--- config.mk ---
export PLATFORM = sky130hd
export DESIGN_NAME = dual_motor_encoder_target_supervisor_flat
export DESIGN_NICKNAME = d
export VERILOG_FILES = /design/src/rtl/dmets_pkg.sv /design/src/rtl/dmets_ifs.sv /design/src/rtl/dmets_motor.sv /design/src/rtl/dual_motor_encoder_target_supervisor.sv /design/src/flat_wrapper.sv
export SDC_FILE = /design/constraint.sdc
export NUM_CORES = 1
export LEC_CHECK = 0
export BUFFER_PORTS_ARGS = -buffer_cell sky130_fd_sc_hd__buf_2
export CAP_MARGIN = 20
export CORE_AREA = 2 2 207 209
export CTS_BUF_LIST = sky130_fd_sc_hd__clkbuf_8
export DETAILED_ROUTE_END_ITERATION = 8
export DIE_AREA = 0 0 209 211
export PLACE_DENSITY = 0.82
export SETUP_SLACK_MARGIN = 0.15
export SLEW_MARGIN = 20
export SYNTH_ARGS = -nofsm -noshare
export SYNTH_HDL_FRONTEND = slang
export SYNTH_SLANG_ARGS = --single-unit
--- constraint.sdc ---
create_clock -name clock -period 5.45 [get_ports clock]
set_clock_uncertainty 0.2 [all_clocks]
set_input_delay 0.545 -clock clock [delete_from_list [all_inputs] [get_ports clock]]
set_output_delay 0.545 -clock clock [all_outputs]
set_load 0.02 [all_outputs]
--- src/rtl/dmets_pkg.sv ---
// Shared types, codes and helper functions for the dual motor encoder target supervisor.
package dmets_pkg;

   // Number of motors handled by the supervisor.
   localparam int MOTOR_COUNT = 2;

   // Drive code that means stop.
   localparam logic [7:0] STOP_CODE = 8'd128;
   localparam logic [7:0] REV_NEAREST_CODE = 8'd127;
   localparam logic [7:0] FWD_NEAREST_CODE = 8'd129;

   // Action codes of a request.
   localparam logic [2:0] ACT_TICK        = 3'd0;
   localparam logic [2:0] ACT_FREE_MOVE   = 3'd1;
   localparam logic [2:0] ACT_OFFSET_MOVE = 3'd2;
   localparam logic [2:0] ACT_PAIR_MOVE   = 3'd3;
   localparam logic [2:0] ACT_UNLIMIT     = 3'd4;
   localparam logic [2:0] ACT_ZERO_ENC    = 3'd5;

   // Motor selector code that addresses both motors.
   localparam logic [1:0] SEL_BOTH = 2'd2;

   typedef struct packed {
      logic [2:0]         action;
      logic [1:0]         motor_select;
      logic [7:0]         power_a;
      logic signed [31:0] offset_a;
      logic [7:0]         power_b;
      logic signed [31:0] offset_b;
      logic signed [31:0] encoder_0;
      logic signed [31:0] encoder_1;
      logic [7:0]         speed_0;
      logic [7:0]         speed_1;
   } req_payload_type;

   typedef struct packed {
      logic [1:0] send_mask;
      logic [7:0] drive_0;
      logic [7:0] drive_1;
      logic       zero_request;
      logic       movement_done;
      logic       done_0;
      logic       done_1;
   } rsp_payload_type;

   // Command from the top level to one motor lane.
   typedef struct packed {
      logic               tick;
      logic               start;
      logic               bounded;
      logic               unlimit;
      logic [7:0]         code;
      logic signed [31:0] offset;
      logic signed [31:0] encoder;
      logic [7:0]         speed;
   } motor_cmd_type;

   // Status returned by one motor lane for the item in progress.
   typedef struct packed {
      logic       send;
      logic [7:0] code;
      logic       done;
      logic       stopped;
   } motor_status_type;

   // Maps a magnitude and a direction sign to a drive code.
   function automatic logic [7:0] map_code(input logic [7:0] mag,
                                           input logic signed [31:0] dir);
      logic [7:0] half;
      logic [7:0] code;
      half = {1'b0, mag[7:1]};
      if (mag == 8'd0 || dir == 32'sd0) begin
         code = STOP_CODE;
      end else if (!dir[31]) begin
         code = REV_NEAREST_CODE + half;
         if (code <= STOP_CODE) begin
            code = FWD_NEAREST_CODE;
         end
      end else begin
         code = STOP_CODE - half;
         if (code == STOP_CODE) begin
            code = REV_NEAREST_CODE;
         end
      end
      return code;
   endfunction

   // Adds two 32-bit signed values, saturating to the 32-bit range.
   function automatic logic signed [31:0] sat_add(input logic signed [31:0] a,
                                                  input logic signed [31:0] b);
      logic signed [32:0] sum;
      logic signed [31:0] res;
      sum = {a[31], a} + {b[31], b};
      if (sum[32] != sum[31]) begin
         res = sum[32] ? 32'sh8000_0000 : 32'sh7fff_ffff;
      end else begin
         res = sum[31:0];
      end
      return res;
   endfunction

endpackage

--- src/rtl/dmets_ifs.sv ---
// Valid/ready channel interfaces for the request and response sides.
interface dmets_req_if;
   import dmets_pkg::*;

   logic            valid;
   logic            ready;
   req_payload_type payload;

   modport source (output valid, output payload, input ready);
   modport sink (input valid, input payload, output ready);
endinterface

interface dmets_rsp_if;
   import dmets_pkg::*;

   logic            valid;
   logic            ready;
   rsp_payload_type payload;

   modport source (output valid, output payload, input ready);
   modport sink (input valid, input payload, output ready);
endinterface

--- src/rtl/dmets_motor.sv ---
// State and per-item update logic for one motor.
module dmets_motor (
   input  logic                        clock,
   input  logic                        reset,
   input  logic                        fire,
   input  dmets_pkg::motor_cmd_type    cmd,
   output dmets_pkg::motor_status_type status
);
   import dmets_pkg::*;

   logic signed [31:0] pos_now_ff, pos_now_in;
   logic signed [31:0] pos_before_ff, pos_before_in;
   logic signed [31:0] pos_target_ff, pos_target_in;
   logic [7:0]         drive_now_ff, drive_now_in;
   logic [7:0]         drive_before_ff, drive_before_in;
   logic [7:0]         drive_target_ff, drive_target_in;
   logic               finished_ff, finished_in;
   logic               free_ff, free_in;
   logic               reached;
   logic               send;

   // Next state and drive request for the item in progress.
   always_comb begin
      pos_now_in      = pos_now_ff;
      pos_before_in   = pos_before_ff;
      pos_target_in   = pos_target_ff;
      drive_now_in    = drive_now_ff;
      drive_before_in = drive_before_ff;
      drive_target_in = drive_target_ff;
      finished_in     = finished_ff;
      free_in         = free_ff;
      reached         = 1'b0;
      send            = 1'b0;

      if (cmd.tick) begin
         pos_now_in   = cmd.encoder;
         drive_now_in = cmd.speed;
         if (!finished_ff) begin
            if (!free_ff) begin
               // A bounded motor finishes once it reaches or passes its target.
               reached = (pos_before_ff < pos_target_ff && cmd.encoder >= pos_target_ff) ||
                         (pos_before_ff > pos_target_ff && cmd.encoder <= pos_target_ff);
               if (reached) begin
                  finished_in     = 1'b1;
                  free_in         = 1'b1;
                  drive_target_in = STOP_CODE;
                  pos_target_in   = cmd.encoder;
               end
               send = (reached || drive_before_ff == cmd.speed) &&
                      drive_target_in != cmd.speed;
            end else begin
               send = cmd.speed != drive_target_ff;
            end
         end
      end else if (cmd.start) begin
         // Snapshot the current measurement and set up the new move.
         pos_before_in   = pos_now_ff;
         drive_before_in = drive_now_ff;
         drive_target_in = cmd.code;
         if (cmd.bounded) begin
            pos_target_in = sat_add(pos_now_ff, cmd.offset);
         end
         free_in     = !cmd.bounded;
         finished_in = 1'b0;
      end else if (cmd.unlimit) begin
         free_in = 1'b1;
      end
   end

   // Status for the response of this item.
   always_comb begin
      status.send    = send;
      status.code    = send ? drive_target_in : STOP_CODE;
      status.done    = finished_in;
      status.stopped = drive_now_in == STOP_CODE && drive_target_in == STOP_CODE;
   end

   // State registers, updated once per processed item.
   always_ff @(posedge clock) begin
      if (reset) begin
         pos_now_ff      <= '0;
         pos_before_ff   <= '0;
         pos_target_ff   <= '0;
         drive_now_ff    <= STOP_CODE;
         drive_before_ff <= STOP_CODE;
         drive_target_ff <= STOP_CODE;
         finished_ff     <= 1'b1;
         free_ff         <= 1'b1;
      end else if (fire) begin
         pos_now_ff      <= pos_now_in;
         pos_before_ff   <= pos_before_in;
         pos_target_ff   <= pos_target_in;
         drive_now_ff    <= drive_now_in;
         drive_before_ff <= drive_before_in;
         drive_target_ff <= drive_target_in;
         finished_ff     <= finished_in;
         free_ff         <= free_in;
      end
   end

endmodule

--- src/rtl/dual_motor_encoder_target_supervisor.sv ---
// A request passes the input register and then the result register before its response can transfer.
// Throughput: one request per cycle while responses are taken; the state update logic is a single registered pass.
// The request side keeps accepting while a response waits, until both registers hold an item.
// Reset (synchronous, active high) empties both registers, stops both motors in their state,
// marks them finished and free-spinning, and clears any pending encoder-zero request.
module dual_motor_encoder_target_supervisor (
   input logic        clock,
   input logic        reset,
   dmets_req_if.sink   req_if,
   dmets_rsp_if.source rsp_if
);
   import dmets_pkg::*;

   logic                s1_valid_ff;
   req_payload_type     s1_data_ff;
   logic                out_valid_ff;
   rsp_payload_type     out_data_ff;
   rsp_payload_type     result;
   logic                zero_pending_ff, zero_pending_in;
   logic                advance;
   logic                fire;
   motor_cmd_type       cmd    [MOTOR_COUNT];
   motor_status_type    status [MOTOR_COUNT];

   // Handshake: the result register moves when empty or taken.
   assign advance      = !out_valid_ff || rsp_if.ready;
   assign fire         = s1_valid_ff && advance;
   assign req_if.ready = !s1_valid_ff || advance;
   assign rsp_if.valid   = out_valid_ff;
   assign rsp_if.payload = out_data_ff;

   // Input register.
   always_ff @(posedge clock) begin
      if (reset) begin
         s1_valid_ff <= 1'b0;
      end else if (req_if.ready) begin
         s1_valid_ff <= req_if.valid;
      end
   end

   always_ff @(posedge clock) begin
      if (req_if.valid && req_if.ready) begin
         s1_data_ff <= req_if.payload;
      end
   end

   // Per-motor command decode and motor lanes.
   for (genvar k = 0; k < MOTOR_COUNT; k++) begin : g_motor
      logic               hit;
      logic               pair_b;
      logic [7:0]         power;
      logic signed [31:0] offset;

      always_comb begin
         hit    = s1_data_ff.motor_select == 2'(k) || s1_data_ff.motor_select == SEL_BOTH;
         pair_b = s1_data_ff.action == ACT_PAIR_MOVE && k == 1;
         power  = pair_b ? s1_data_ff.power_b : s1_data_ff.power_a;
         offset = pair_b ? s1_data_ff.offset_b : s1_data_ff.offset_a;

         cmd[k].tick    = s1_data_ff.action == ACT_TICK;
         cmd[k].start   = (hit && (s1_data_ff.action inside {ACT_FREE_MOVE, ACT_OFFSET_MOVE})) ||
                          s1_data_ff.action == ACT_PAIR_MOVE;
         cmd[k].bounded = s1_data_ff.action != ACT_FREE_MOVE;
         cmd[k].unlimit = hit && s1_data_ff.action == ACT_UNLIMIT;
         cmd[k].code    = map_code(power, offset);
         cmd[k].offset  = offset;
         cmd[k].encoder = (k == 0) ? s1_data_ff.encoder_0 : s1_data_ff.encoder_1;
         cmd[k].speed   = (k == 0) ? s1_data_ff.speed_0 : s1_data_ff.speed_1;
      end

      dmets_motor u_motor (
         .clock  (clock),
         .reset  (reset),
         .fire   (fire),
         .cmd    (cmd[k]),
         .status (status[k])
      );
   end

   // Encoder-zero request: raised by its action, forwarded and cleared on the next tick.
   always_comb begin
      zero_pending_in = zero_pending_ff;
      if (s1_data_ff.action == ACT_TICK) begin
         zero_pending_in = 1'b0;
      end else if (s1_data_ff.action == ACT_ZERO_ENC) begin
         zero_pending_in = 1'b1;
      end
   end

   always_ff @(posedge clock) begin
      if (reset) begin
         zero_pending_ff <= 1'b0;
      end else if (fire) begin
         zero_pending_ff <= zero_pending_in;
      end
   end

   // Result assembly.
   always_comb begin
      result.send_mask     = {status[1].send, status[0].send};
      result.drive_0       = status[0].code;
      result.drive_1       = status[1].code;
      result.zero_request  = s1_data_ff.action == ACT_TICK && zero_pending_ff;
      result.movement_done = status[0].stopped && status[1].stopped;
      result.done_0        = status[0].done;
      result.done_1        = status[1].done;
   end

   // Result register.
   always_ff @(posedge clock) begin
      if (reset) begin
         out_valid_ff <= 1'b0;
      end else if (advance) begin
         out_valid_ff <= s1_valid_ff;
      end
   end

   always_ff @(posedge clock) begin
      if (fire) begin
         out_data_ff <= result;
      end
   end

endmodule

--- src/flat_wrapper.sv ---
// flat-port wrapper written by rule: the top's interface ports become plain ports
module dual_motor_encoder_target_supervisor_flat import dmets_pkg::*;
  (clock, reset, req_if_valid, req_if_payload, req_if_ready, rsp_if_valid, rsp_if_payload, rsp_if_ready);
  dmets_req_if req_if_i ();
  dmets_rsp_if rsp_if_i ();
  input logic clock;
  input logic reset;
  input wire logic [$bits(req_if_i.valid)-1:0] req_if_valid;
  input wire logic [$bits(req_if_i.payload)-1:0] req_if_payload;
  output wire logic [$bits(req_if_i.ready)-1:0] req_if_ready;
  output wire logic [$bits(rsp_if_i.valid)-1:0] rsp_if_valid;
  output wire logic [$bits(rsp_if_i.payload)-1:0] rsp_if_payload;
  input wire logic [$bits(rsp_if_i.ready)-1:0] rsp_if_ready;
  assign req_if_i.valid = req_if_valid;
  assign req_if_i.payload = req_if_payload;
  assign req_if_ready = req_if_i.ready;
  assign rsp_if_valid = rsp_if_i.valid;
  assign rsp_if_payload = rsp_if_i.payload;
  assign rsp_if_i.ready = rsp_if_ready;
  dual_motor_encoder_target_supervisor u_core (.clock(clock), .reset(reset), .req_if(req_if_i), .rsp_if(rsp_if_i));
endmodule
# Word level (Yosys, flattened, before mapping)
# Index checks and enable logic that the tools add are counted.
dict set report classes {
  addsub 6
  multipliers 0
  div 0
  n_lt_le_gt_ge 10
  n_eq_ne 28
  shifts 0
  mux 72
  bitwise 1
  n_reduce_logical 52
}
# cell n
set ops {}
lappend ops {{2-to-1 mux 32 bit} 17}
lappend ops {{2-to-1 mux 8 bit} 27}
lappend ops {{adder 32 x 32 -> 33 bit} 2}
lappend ops {{>= comparator 32 bit} 2}
lappend ops {{greater-than comparator 32 bit} 2}
lappend ops {{less-or-equal comparator 32 bit} 2}
lappend ops {{logical NOT 32 bit} 2}
lappend ops {{< comparator 32 bit} 2}
lappend ops {{equality test 8 bit (second input constant)} 6}
lappend ops {{!= test 8 bit} 4}
lappend ops {{2-to-1 mux 1 bit} 28}
lappend ops {{adder 7 x 7 -> 8 bit (first input constant)} 2}
lappend ops {{equality test 8 bit} 2}
lappend ops {{less-or-equal comparator 8 bit (second input constant)} 2}
lappend ops {{logical AND 1 bit} 16}
lappend ops {{logical NOT 8 bit} 2}
lappend ops {{subtractor 8 x 7 -> 8 bit (first input constant)} 2}
lappend ops {{logical OR 1 bit} 12}
lappend ops {{!= test 2 bit (second input constant)} 6}
lappend ops {{AND reduction 3 bit} 4}
lappend ops {{AND reduction 6 bit} 2}
lappend ops {{nonzero test 2 bit} 5}
lappend ops {{equality test 3 x 2 -> 1 bit (second input constant)} 2}
lappend ops {{equality test 3 bit (second input constant)} 2}
lappend ops {{11 further kinds} 16}
dict set report word_totals {
  reg_bits 434
  latch_bits 0
  mem_bits_rw 0
  rom_bits 0
  inputBits 169
  out_inout_bits 24
  n_memories 0
}

# Logic depth before layout (Yosys ltp)
dict set report depth {
  ltp_word 13
  ltp_mapped 20
}

# By module
# Synthesis repeated with hierarchy kept, for this count alone.
dict set report unflattened {
  cells_unflattened 2626
  hier_area_um2 24064.3
}
# mod instances cells_each area_per_inst_um2 seq_area_each_um2
set by_module_without_submodules {}
lappend by_module_without_submodules {dmets_motor 2 1068 8380.5 2442.3}
lappend by_module_without_submodules {dual_motor_encoder_target_supervisor 1 490 7303.3 5675.4}

# Least setup slack after synthesis
# Ideal clock, no wire load.
dict set report synth_timing {
  path_kind {input-to-reg}
  from {input rsp_if_ready}
  to {register u_core.s1_data_ff, in the netlist u_core.cmd[0], enable pin}
  setup_ns 0.545
  arrival_ns 4.609
  required_time_ns 4.705
  path_slack_ns 0.097
  path_stages 3
  n_path_buf 0
  path_cell_list {nor2b_1 > nand2_1 > and2_1}
}
dict set report synth_via {
  elab_chain_len 3
}
# element line
set synth_rtl {}
lappend synth_rtl {{start: declaration} flat_wrapper.sv:13} ;# input wire logic [$bits(rsp_if_i.ready)-1:0] rsp_if_ready;
lappend synth_rtl {{logical OR 1 bit} dual_motor_encoder_target_supervisor.sv:26} ;# assign advance = !out_valid_ff || rsp_if.ready;
lappend synth_rtl {{logical OR 1 bit} dual_motor_encoder_target_supervisor.sv:28} ;# assign req_if.ready = !s1_valid_ff || advance;
lappend synth_rtl {{via req_if_ready} flat_wrapper.sv:10} ;# output wire logic [$bits(req_if_i.ready)-1:0] req_if_ready;
lappend synth_rtl {{logical AND 1 bit} dual_motor_encoder_target_supervisor.sv:42} ;# if (req_if.valid && req_if.ready) begin
lappend synth_rtl {{end signal: assignment} dual_motor_encoder_target_supervisor.sv:43} ;# s1_data_ff <= req_if.payload;
lappend synth_rtl {{end: declaration} dual_motor_encoder_target_supervisor.sv:15} ;# req_payload_type s1_data_ff;
# The timed path passes the listed nets, and every way through them passes these cells.
# A chain may end at the register's enable or synchronous reset.

# Worst setup path in the final report
dict set report layout_timing {
  from {register u_core.s1_data_ff[164] (netlist name)}
  to {register u_core.g_motor[1].u_motor.pos_target_ff[21]}
}
dict set report layout_via {
  elab_chain_len 8
}
# element line
set layout_rtl {}
lappend layout_rtl {{equality test 3 x 2 -> 1 bit} n/a}
lappend layout_rtl {{2-to-1 mux 32 bit} dual_motor_encoder_target_supervisor.sv:58} ;# offset = pair_b ? s1_data_ff.offset_b : s1_data_ff.offset_a;
lappend layout_rtl {{adder 32 x 32 -> 33 bit} dmets_pkg.sv:93} ;# sum = {a[31], a} + {b[31], b};
lappend layout_rtl {{2-to-1 mux 32 bit / != test 1 bit (equally long branches)} {dmets_pkg.sv:95, dmets_pkg.sv:94}}
lappend layout_rtl {{2-to-1 mux 32 bit} dmets_pkg.sv:94} ;# if (sum[32] != sum[31]) begin
lappend layout_rtl {{2-to-1 mux 32 bit} dmets_motor.sv:60} ;# if (cmd.bounded) begin
lappend layout_rtl {{2-to-1 mux 32 bit} dmets_motor.sv:55} ;# end else if (cmd.start) begin
lappend layout_rtl {{2-to-1 mux 32 bit} dmets_motor.sv:35} ;# if (cmd.tick) begin
lappend layout_rtl {{end signal: assignment} dmets_motor.sv:92} ;# pos_target_ff <= pos_target_in;
lappend layout_rtl {{end: declaration} dmets_motor.sv:13} ;# logic signed [31:0] pos_target_ff, pos_target_in;
# Parallel ways exist; a longest one is shown, timed or not. The select of a mux whose other input is x is not followed.

==> results.tsv <==
metric	value	unit
clock-pin slew on the worst setup and hold paths	0.07	ns
met3 GRT Util	0.05888	
PD cells	273.0	nW/um^2
Final setup violation count	0	
Max-Cap Viols	0	
DRC	0	
worst path bufs/invs	2	
gr usage total	0.3359	
Final HPWL DP	51010	um
crit-path max FO	52	
status	finished clean	
post-route ant nets	0	
final WL	74410	um
CTS root buffer	clkbuf_8	
crit start category	flop	
Slew headroom	0.3034	
setup tns final	0	ns
GRT Max-Usage Layer	met2	
total global routing overflow	0	
post-CTS setup buffers	0	
FF+latch count, synth	434	
CP Data Required Time	5.78	ns
Final Hold Fails	0	
Die Area	44100	um^2
Top FF cell, synth	dfxtp_1	
Final min period	4.963	ns
netlist area before placement	23180	um^2
Max VDD drop	0.1979	mV
CP top delay family	compound AO/OA/AOI/OAI gates	
critical path arrival	5.29	ns
largest net degree at the start of global routing	105	
Post-Syn Nets	2879	
Post-Syn Area per Cell	9.236	um^2
die width	209	um
Vias/cell	6.097	
Post-synth EDFFs	187	
row cnt	75	
Clock Path Buffers	3	
crit-path cells	nand3b_1 > buf_12 > mux2_2 > ha_1 > a211oi_1 > o211ai_1 > and2_1 > a2111oi_0 > buf_4 > o21ai_0 > a31o_2 > a21oi_1 > xor2_1 > a21oi_1 > a211oi_2 > a211oi_2	
core area	41760	um^2
Worst Setup End Kind	flop	
initial antenna violation count	1	
leakage power	10.83	nW
worst hold path type	in2reg	
Post-Syn Instances	2510	
CTS HTree Levels	3	
total CTS buffers	74	
Final GP Congestion	0.9987	
worst hold slack	0.2199	ns
Die Ht	211	um
Synth warnings	0	
# port buffers	192	
post-synthesis sequential area ratio	0.4555	
RSZ-0062 raised after global routing	false	
Worst-Margin Slew	1.045	ns
Ports	193	
global-route wire length before repair	114500	um
Layout Nets	3233	
GR Layer Usage met1	0.4303	
Area Overhead vs Synth	20.06	%
Post-synth ARST share	0	
clock sink count	434	
DR pass1 iterations	6	
Crit Path Class	reg2reg	
slowest CP cell	a2111oi_0	
Cell variety after synth	75	
CP max stage delay	0.75	ns
drt wl/cell	21.47	um
FMAX	201.5	MHz
clk_lat worst skew	0.68	ns
Slew Limit Fails	0	
CTS tree	yes	
met2 Usage GRT	0.5511	
Final Cycle Share	0.9106	
number of global-route vias before repair	20580	
starting density of the core	0.5551	
share of cells above drive strength 1	0.1350	
via count	21130	
Initial DRC Count	2330	
[stage by stage]
step	cell area, um^2	util	setup WS [ns]	cells	power [mW]
after floorplan	23180	-	0.4151	2510	4.222
after global placement	24660	0.5907	0.6996	3159	4.533
after detailed placement	24660	0.5907	0.5829	3159	4.555
after CTS	27800	0.6657	0.5775	3463	7.549
after global routing	27830	0.6664	0.1735	3464	7.857
final	27830	0.6665	0.4872	3465	7.599
[registers in the layout (all words and copies together), names as in the netlist, 2 cells and up]
signal                                  count
u_core.cmd                                 80
u_core.g_motor.u_motor.pos_target_ff       64
u_core.g_motor.u_motor.pos_now_ff          64
u_core.g_motor.u_motor.pos_before_ff       64
u_core.g_motor.u_motor.drive_now_ff        16
u_core.rsp_if.payload                      22
u_core.g_motor.u_motor.finished_ff          2
u_core.g_motor.u_motor.drive_before_ff     16
u_core.g_motor.u_motor.free_ff              2
u_core.g_motor.power                        8
u_core.g_motor.u_motor.drive_target_ff     16
u_core.g_motor.offset                      32
u_core.s1_data_ff                          45
[synth_stat cells (all sizes together) (14+ instances only)]
cell    count  area (um^2)
xor2       53        464.2
clkbuf    101        379.1
xnor2      59        516.8
nand3      29        145.1
dfxtp     247         4945
mux2       34        382.9
nor3       21        110.1
o21ai     143        715.7
edfxtp    187         5615
ha        198         2477
a211oi     46        425.4
nor4       38        244.0
inv       107        401.6
nand4      38        237.7
nor2      103        386.6
a21o       40        300.3
o211ai     31        232.7
a31oi      14        87.58
nand2     466         1749
nand2b     21        131.4
a21oi     354         1772
[layout by cell type (no fill, tap or decap), types with 8 or more instances in the layout]
master	instances
nor2_1	100
inv_1	127
nor4_1	37
edfxtp_1	187
o21bai_1	9
xor2_1	53
buf_2	191
dfxtp_1	247
clkinv_2	11
ha_1	198
clkbuf_8	87
a31oi_1	14
a211oi_1	30
mux2_2	34
nand2_1	464
nand2b_1	21
o31ai_1	9
a21oi_1	354
o21ai_1	25
nand3_1	29
nand3b_1	10
o21ai_0	117
buf_4	25
nand4_1	38
nor2b_1	9
dlygate4sd3_1	167
clkinv_1	13
or3_1	8
xnor2_1	59
o211ai_1	31
a21o_1	40
o21a_1	12
nor3_1	19
a211oi_2	16
[area by class of cell]
class / count / area, um^2
antenna: 1 / 2.502
clock buffer: 87 / 1197
clock inverter: 50 / 265.3
fill: 3208 / 13930
inverter: 107 / 401.6
multi-input combinational: 1859 / 11820
sequential: 434 / 10560
tap: 539 / 674.4
timing repair buffer: 388 / 2914
[what timing repair did]
item	4_1_cts	5_1_grt
hold endpoints to repair	167	0
endpoints found under the setup margin	0	8
hold buffers	167	0
resized for setup	0	1
[report_power, final]
group          switching, mW  leakage [nW]  internal, mW
clock                   1.42         0.829          1.55
combinational          0.580          6.18         0.403
sequential             0.128          3.82          3.52
total                   2.13          10.8          5.47
[routing by layer]
metal,routed length [um],vias up
li1,-,9772
met1,29760,10020
met2,34820,1112
met3,6292,219
met4,3535,0
met5,0,-
[path summary, 6_finish.rpt]
| kind | slack [ns] | depth (start not counted) | to | from |
|---|---|---|---|---|
| worst min-delay path | 0.22 | 2 | u_core.rsp_if.valid$_SDFFE_PP0P_ | reset |
| worst min register to register | 0.25 | 2 | u_core.g_motor[0].u_motor.pos_target_ff[10]$_SDFFE_PP0P_ | u_core.g_motor[0].u_motor.pos_target_ff[10]$_SDFFE_PP0P_ |
| worst max-delay path | 0.49 | 16 | u_core.g_motor[1].u_motor.pos_target_ff[21]$_SDFFE_PP0P_ | u_core.s1_data_ff[164]$_DFFE_PP_ |
| worst max register to register | 0.49 | 16 | u_core.g_motor[1].u_motor.pos_target_ff[21]$_SDFFE_PP0P_ | u_core.s1_data_ff[164]$_DFFE_PP_ |
[logic make-up (layout without fill, tap and decap cells)]
group	Yosys count	count (layout)	share of synthesized area
flops	434	434	0.4555
fa+ha+maj	202	202	0.1095
mux	38	38	0.01824
compound gates	732	732	0.1912
other cells	0	1	0
xor+xnor	112	112	0.04231
buf+inv	217	632	0.03616
simple gates	775	775	0.1471
Power figures use the tool's default switching activity.
